[config.mk]
export PLATFORM = sky130hd
export DESIGN_NAME = ghal_stack
export DESIGN_NICKNAME = d
export VERILOG_FILES = /design/src/hw/rtl/ghal_pkg.sv /design/src/hw/rtl/ghal_ram.sv /design/src/hw/rtl/ghal_stack.sv
export SDC_FILE = /design/constraint.sdc
export NUM_CORES = 2
export LEC_CHECK = 0
export CAP_MARGIN = 20
export CORE_MARGIN = 5
export CORE_UTILIZATION = 45
export CTS_CLUSTER_SIZE = 12
export DETAILED_ROUTE_END_ITERATION = 8
export DONT_BUFFER_PORTS = 1
export GPL_ROUTABILITY_DRIVEN = 0
export MAX_ROUTING_LAYER = met4
export REMOVE_ABC_BUFFERS = 1
export SLEW_MARGIN = 20
export SYNTH_ARGS = -nofsm -noshare
export SYNTH_HDL_FRONTEND = slang
export SYNTH_SLANG_ARGS = --single-unit
export TNS_END_PERCENT = 1
[constraint.sdc]
create_clock -name clk_i -period 4.92 [get_ports clk_i]
set_input_delay 0.246 -clock clk_i [delete_from_list [all_inputs] [get_ports clk_i]]
set_output_delay 0.246 -clock clk_i [all_outputs]
set_load 0.01 [all_outputs]
[src/hw/rtl/ghal_pkg.sv]
// shared types and constants of the generational handle allocator
package ghal_pkg;

  localparam int unsigned Slots   = 256;
  localparam int unsigned SlotAw  = $clog2(Slots);
  localparam int unsigned CountW  = SlotAw + 1;
  localparam int unsigned TagW    = 32;
  localparam int unsigned IdxW    = 32;
  localparam int unsigned OutIdxW = 8;
  localparam int unsigned FuncW   = 2;
  localparam int unsigned StatusW = 2;
  localparam int unsigned InDataW  = 64;
  localparam int unsigned OutDataW = 40;

  typedef enum logic [FuncW-1:0] {
    FuncCreate = 2'd0,
    FuncLookup = 2'd1,
    FuncRemove = 2'd2
  } func_e;

  typedef enum logic [StatusW-1:0] {
    StOk   = 2'd0,
    StFull = 2'd1,
    StBad  = 2'd2
  } status_e;

  typedef struct packed {
    logic              push;
    logic              pop;
    logic [SlotAw-1:0] push_idx;
  } stack_ctl_t;

  typedef struct packed {
    logic [CountW-1:0] count;
    logic [SlotAw-1:0] top;
  } stack_sts_t;

  typedef struct packed {
    logic              we;
    logic [SlotAw-1:0] addr;
    logic [TagW-1:0]   data;
  } tag_wr_t;

endpackage

[src/hw/rtl/ghal_ram.sv]
// generic single-write, single-read ram with registered read data
module ghal_ram #(
  parameter int unsigned Width = 8,
  parameter int unsigned Depth = 256,
  localparam int unsigned Aw   = (Depth > 1) ? $clog2(Depth) : 1
) (
  input  logic             clk_i,
  input  logic             we_i,
  input  logic [Aw-1:0]    waddr_i,
  input  logic [Width-1:0] wdata_i,
  input  logic             re_i,
  input  logic [Aw-1:0]    raddr_i,
  output logic [Width-1:0] rdata_o
);

  logic [Width-1:0] mem_q [Depth];
  logic [Width-1:0] rdata_q;

  // read returns the old contents on a same-address write
  always_ff @(posedge clk_i) begin
    if (we_i) begin
      mem_q[waddr_i] <= wdata_i;
    end
    if (re_i) begin
      rdata_q <= mem_q[raddr_i];
    end
  end

  assign rdata_o = rdata_q;

endmodule

[src/hw/rtl/ghal_stack.sv]
// lifo free stack of slot indices with a prefetched top entry
module ghal_stack
  import ghal_pkg::*;
(
  input  logic       clk_i,
  input  logic       rst_ni,
  input  stack_ctl_t ctl_i,
  output stack_sts_t sts_o
);

  logic [CountW-1:0] count_q, count_d;
  logic              fwd_q;
  logic [SlotAw-1:0] fwd_idx_q;
  logic [SlotAw-1:0] raddr;
  logic [SlotAw-1:0] rdata;

  always_comb begin
    count_d = count_q;
    if (ctl_i.push) begin
      count_d = count_q + CountW'(1);
    end else if (ctl_i.pop) begin
      count_d = count_q - CountW'(1);
    end
  end

  // always fetch the entry that is top after this cycle's update
  assign raddr = SlotAw'(count_d - CountW'(1));

  ghal_ram #(
    .Width (SlotAw),
    .Depth (Slots)
  ) u_stack_ram (
    .clk_i   (clk_i),
    .we_i    (ctl_i.push),
    .waddr_i (count_q[SlotAw-1:0]),
    .wdata_i (ctl_i.push_idx),
    .re_i    (1'b1),
    .raddr_i (raddr),
    .rdata_o (rdata)
  );

  // a push collides with the fetch of the same entry, so bypass it
  always_ff @(posedge clk_i or negedge rst_ni) begin
    if (!rst_ni) begin
      count_q <= '0;
      fwd_q   <= 1'b0;
    end else begin
      count_q <= count_d;
      fwd_q   <= ctl_i.push;
    end
  end

  always_ff @(posedge clk_i) begin
    if (ctl_i.push) begin
      fwd_idx_q <= ctl_i.push_idx;
    end
  end

  assign sts_o.count = count_q;
  assign sts_o.top   = fwd_q ? fwd_idx_q : rdata;

endmodule

==> results_dict.tcl <==
set metrics [dict create \
    grt.total_usage_pct 21.6 \
    ys_warn_count 0 \
    crit_chain "inv_1, ha_1, nor3b_1, a221oi_1, ha_4, buf_12, buf_4, mux4_2, mux4_2, nand2_1, a21oi_1, nor3_1, nor4_1" \
    synth_top_family_by_area "multiplexers" \
    vias_per_cell 6.00 \
    p_leak_uw 0.0280 \
    fin_skew_ps 37.1 \
    finalCritPeriodShare_pct 90.7 \
    synthCells 3584 \
    dr_wl_met2_microns 96900 \
    clkTransAtPathRegs_ps 60 \
    fill_cells 13800 \
    antenna_found_initial 1 \
    cp_slowest_cell "nor3_1" \
    drive_gt1_share_pct 27.7 \
    placed_area_sq_um 84400 \
    routedWlPerCell_microns 31.4 \
    synth_xor_area_share_pct 0.283 \
    syn2layout_area_growth_pct 12.5 \
    cts_buffers 207 \
    postCtsResizedCells 0 \
    cts_tree "built" \
    synth-simple-area-share_pct 2.77 \
    total_power_uw 60000 \
    grt_pass1_wl_microns 282000 \
    muxShareOfSynthArea_pct 17.8 \
    cap_violations 0 \
    die_h_microns 434 \
    drc 0 \
    worst_slew_pin_slew_ps 1070 \
    max_freq_ghz 0.224 \
    wl_met3_microns 11500 \
    relSlewSlack_pct 28.1 \
    end_kind "flip-flop" \
    design.core.area_sq_um 179000 \
    setup_ws_ps 460 \
    synth_largest_area_cell "edfxtp_1" \
    top_layer_used "met4" \
    hold_class "in2reg" \
    syn_area_per_cell_sq_um 22.6 \
    synth_edf_count 2056 \
    start_kind "flip-flop" \
    clk_path_buf_depth 3 \
    clock-sinks 2074 \
    synth_compound_area_share_pct 0.890 \
    crit_buf_inv 3 \
    root_buffer "clkbuf_16" \
    std_cell_rows 155 \
    cp_max_fo 54 \
    ys_ff_latch 2074 \
    hold_viol 0 \
    die_area_sq_um 188000 \
    power.density_nw_per_um2 660 \
    netlist_area_sq_um 80900 \
    met1_length_microns 81100 \
    rrSetupSlack_ps 460 \
    vias 37600 \
    synth_flop_cell "edfxtp_1" \
    synthArstFlopShare_pct 0.482 \
    ir_drop_mv 0.674 \
    finish.instance_area_sq_um 91000 \
    crit_path_frequent_cell "mux4_2" \
    ys_seq_area_share_pct 76.9 \
    start_util_pct 45.3 \
    nets 3791 \
    netlist.area_leader.share_pct 76.4 \
    slew_violations 0 \
    path_delay_family "simple AND/OR/NAND/NOR gates" \
    ant_nets 0 \
    synthAdderAreaFrac_pct 0.0774 \
    path_class "reg2reg" \
    synth.area.top_cells "edfxtp_1 76%, mux4_2 17%, nor2_1 1.3%" \
    grt_overflow 0 \
    synth.distinct_cells 77 \
    fp.dieW_microns 434 \
    ios 29 \
    setup_violations 0 \
    grt_max_degree 258 \
    slowest_delay_ps 810 \
    rsz0062_at_grt "no" \
    htree_levels 4 \
    pre_cts_ws_ps 445 \
    grt_pass1_vias 38000 \
    totalWireLength_microns 196000 \
    critical_path_arrival_ps 5130 \
    period_needed_ps 4460 \
    first_pass_iters 5 \
    hpwlAfterDp_microns 113000 \
    clock_latency_ps 840 \
    outcome "finished clean" \
    cts_hold_buffers 13 \
    post_cts_buffers 0 \
    drt_iter0_drc 4399 \
    io_buffers 0 \
    fin_setup_tns_ps 0 \
    crit_required_ps 5590 \
]
## worst paths after layout
check,startpoint,endpoint,depth (start not counted)
min in group asynchronous,rst_ni,count_q[4]$_DFF_PN0_,2
max in group asynchronous,rst_ni,count_q[2]$_DFF_PN0_,2
worst max-delay path,count_q[1]$_DFF_PN0_,u_stack_ram.rdata_o[4]$_DFF_P_,13
worst min register to register,count_q[8]$_DFFE_PN0P_,count_q[8]$_DFFE_PN0P_,1
worst min-delay path,ctl_i[9],u_stack_ram.mem_q[28][6]$_DFFE_PP_,3
worst max register to register,count_q[1]$_DFF_PN0_,u_stack_ram.rdata_o[4]$_DFF_P_,13
## cell type report
class	count	area (sq um)	share of cell area, %
clock buffer	269	5440	5.98
clock inverter	71	557	0.612
multi-input combinational	1296	17800	19.6
timing repair buffer	187	2080	2.28
inverter	8	30.0	0.0330
tap	2355	2950	3.24
sequential	2074	62100	68.3
antenna	3	7.51	0.00825
## power breakdown
part           switching (uW)  total (uW)  leakage (uW)  internal, uW
logic                   14600       25800       0.00644         11200
clock network            6380       14400       0.00291          7970
registers                 176       19900        0.0187         19700
total                   21200       60000        0.0280         38900
## layout by cell type, fill, tap and decap left out, drive strengths merged, types with 6 or more instances in the layout
cell type       n
edfxtp       2056
mux4          618
nor2          285
clkbuf        269
buf           175
nand2         140
clkinv         61
nand3          37
mux2i          29
a21oi          24
a31oi          14
nand4          14
mux2           13
dlygate4sd3    12
inv            12
dfrtp          10
xnor2           9
nor3            8
and3            8
dfxtp           8
and2            6
xor2            6
## synthesized netlist by cell type (3+ instances only)
master	number
a211oi_1	3
a21o_1	3
a21oi_1	24
a221oi_1	3
a22o_1	5
a22oi_1	3
a31oi_1	14
a32oi_1	4
and2_0	3
and2_1	3
and3_1	8
buf_1	16
buf_12	3
buf_2	53
buf_4	19
buf_6	7
clkbuf_1	106
dfrtp_1	10
dfxtp_1	8
edfxtp_1	2056
ha_1	5
inv_1	7
mux2_2	13
mux2i_1	29
mux4_1	11
mux4_2	607
nand2_1	139
nand3_1	37
nand4_1	12
nor2_1	282
nor2b_1	5
nor3_1	8
nor4_1	4
o22ai_1	4
xnor2_1	5
xnor2_4	4
xor2_1	3
xor2_2	3
## layer usage
layer,GRT usage (%),vias to the layer above
li1,-,15400
met1,29.3,20500
met2,34.0,1306
met3,3.48,363
met4,7.08,0
met5,-,-
## tightest hold or removal path, cell delays in order
cell     delay [ps]
nand4_1         100
buf_4           270
nor2_1          250
## through the flow
| step | utilization [%] | hold WS [ps] | std cells |
|---|---|---|---|
| after floorplan | - | -49.6 | 3378 |
| after global placement | 47.3 | -49.0 | 5891 |
| after detailed placement | 47.3 | -49.3 | 5891 |
| after CTS | 50.8 | 75.8 | 6244 |
| after global routing | 50.9 | 228 | 6260 |
| final | 51.0 | 287 | 6263 |
## cell families (layout without fill, tap and decap cells)
logic type	after synthesis	in the layout
flops	2074	2074
mux	660	660
simple gates	525	525
buf+inv	214	535
compound gates	91	91
xor+xnor	15	15
fa+ha+maj	5	5
other cells	0	3
## registers in the layout, summed over array words and instances, names as in the netlist
name and count:
u_stack_ram.mem_q 2048, u_stack_ram.rdata_o 8, fwd_q 1, count_q 9, fwd_idx_q 8
Note: power is estimated with default switching activity, not from simulation.
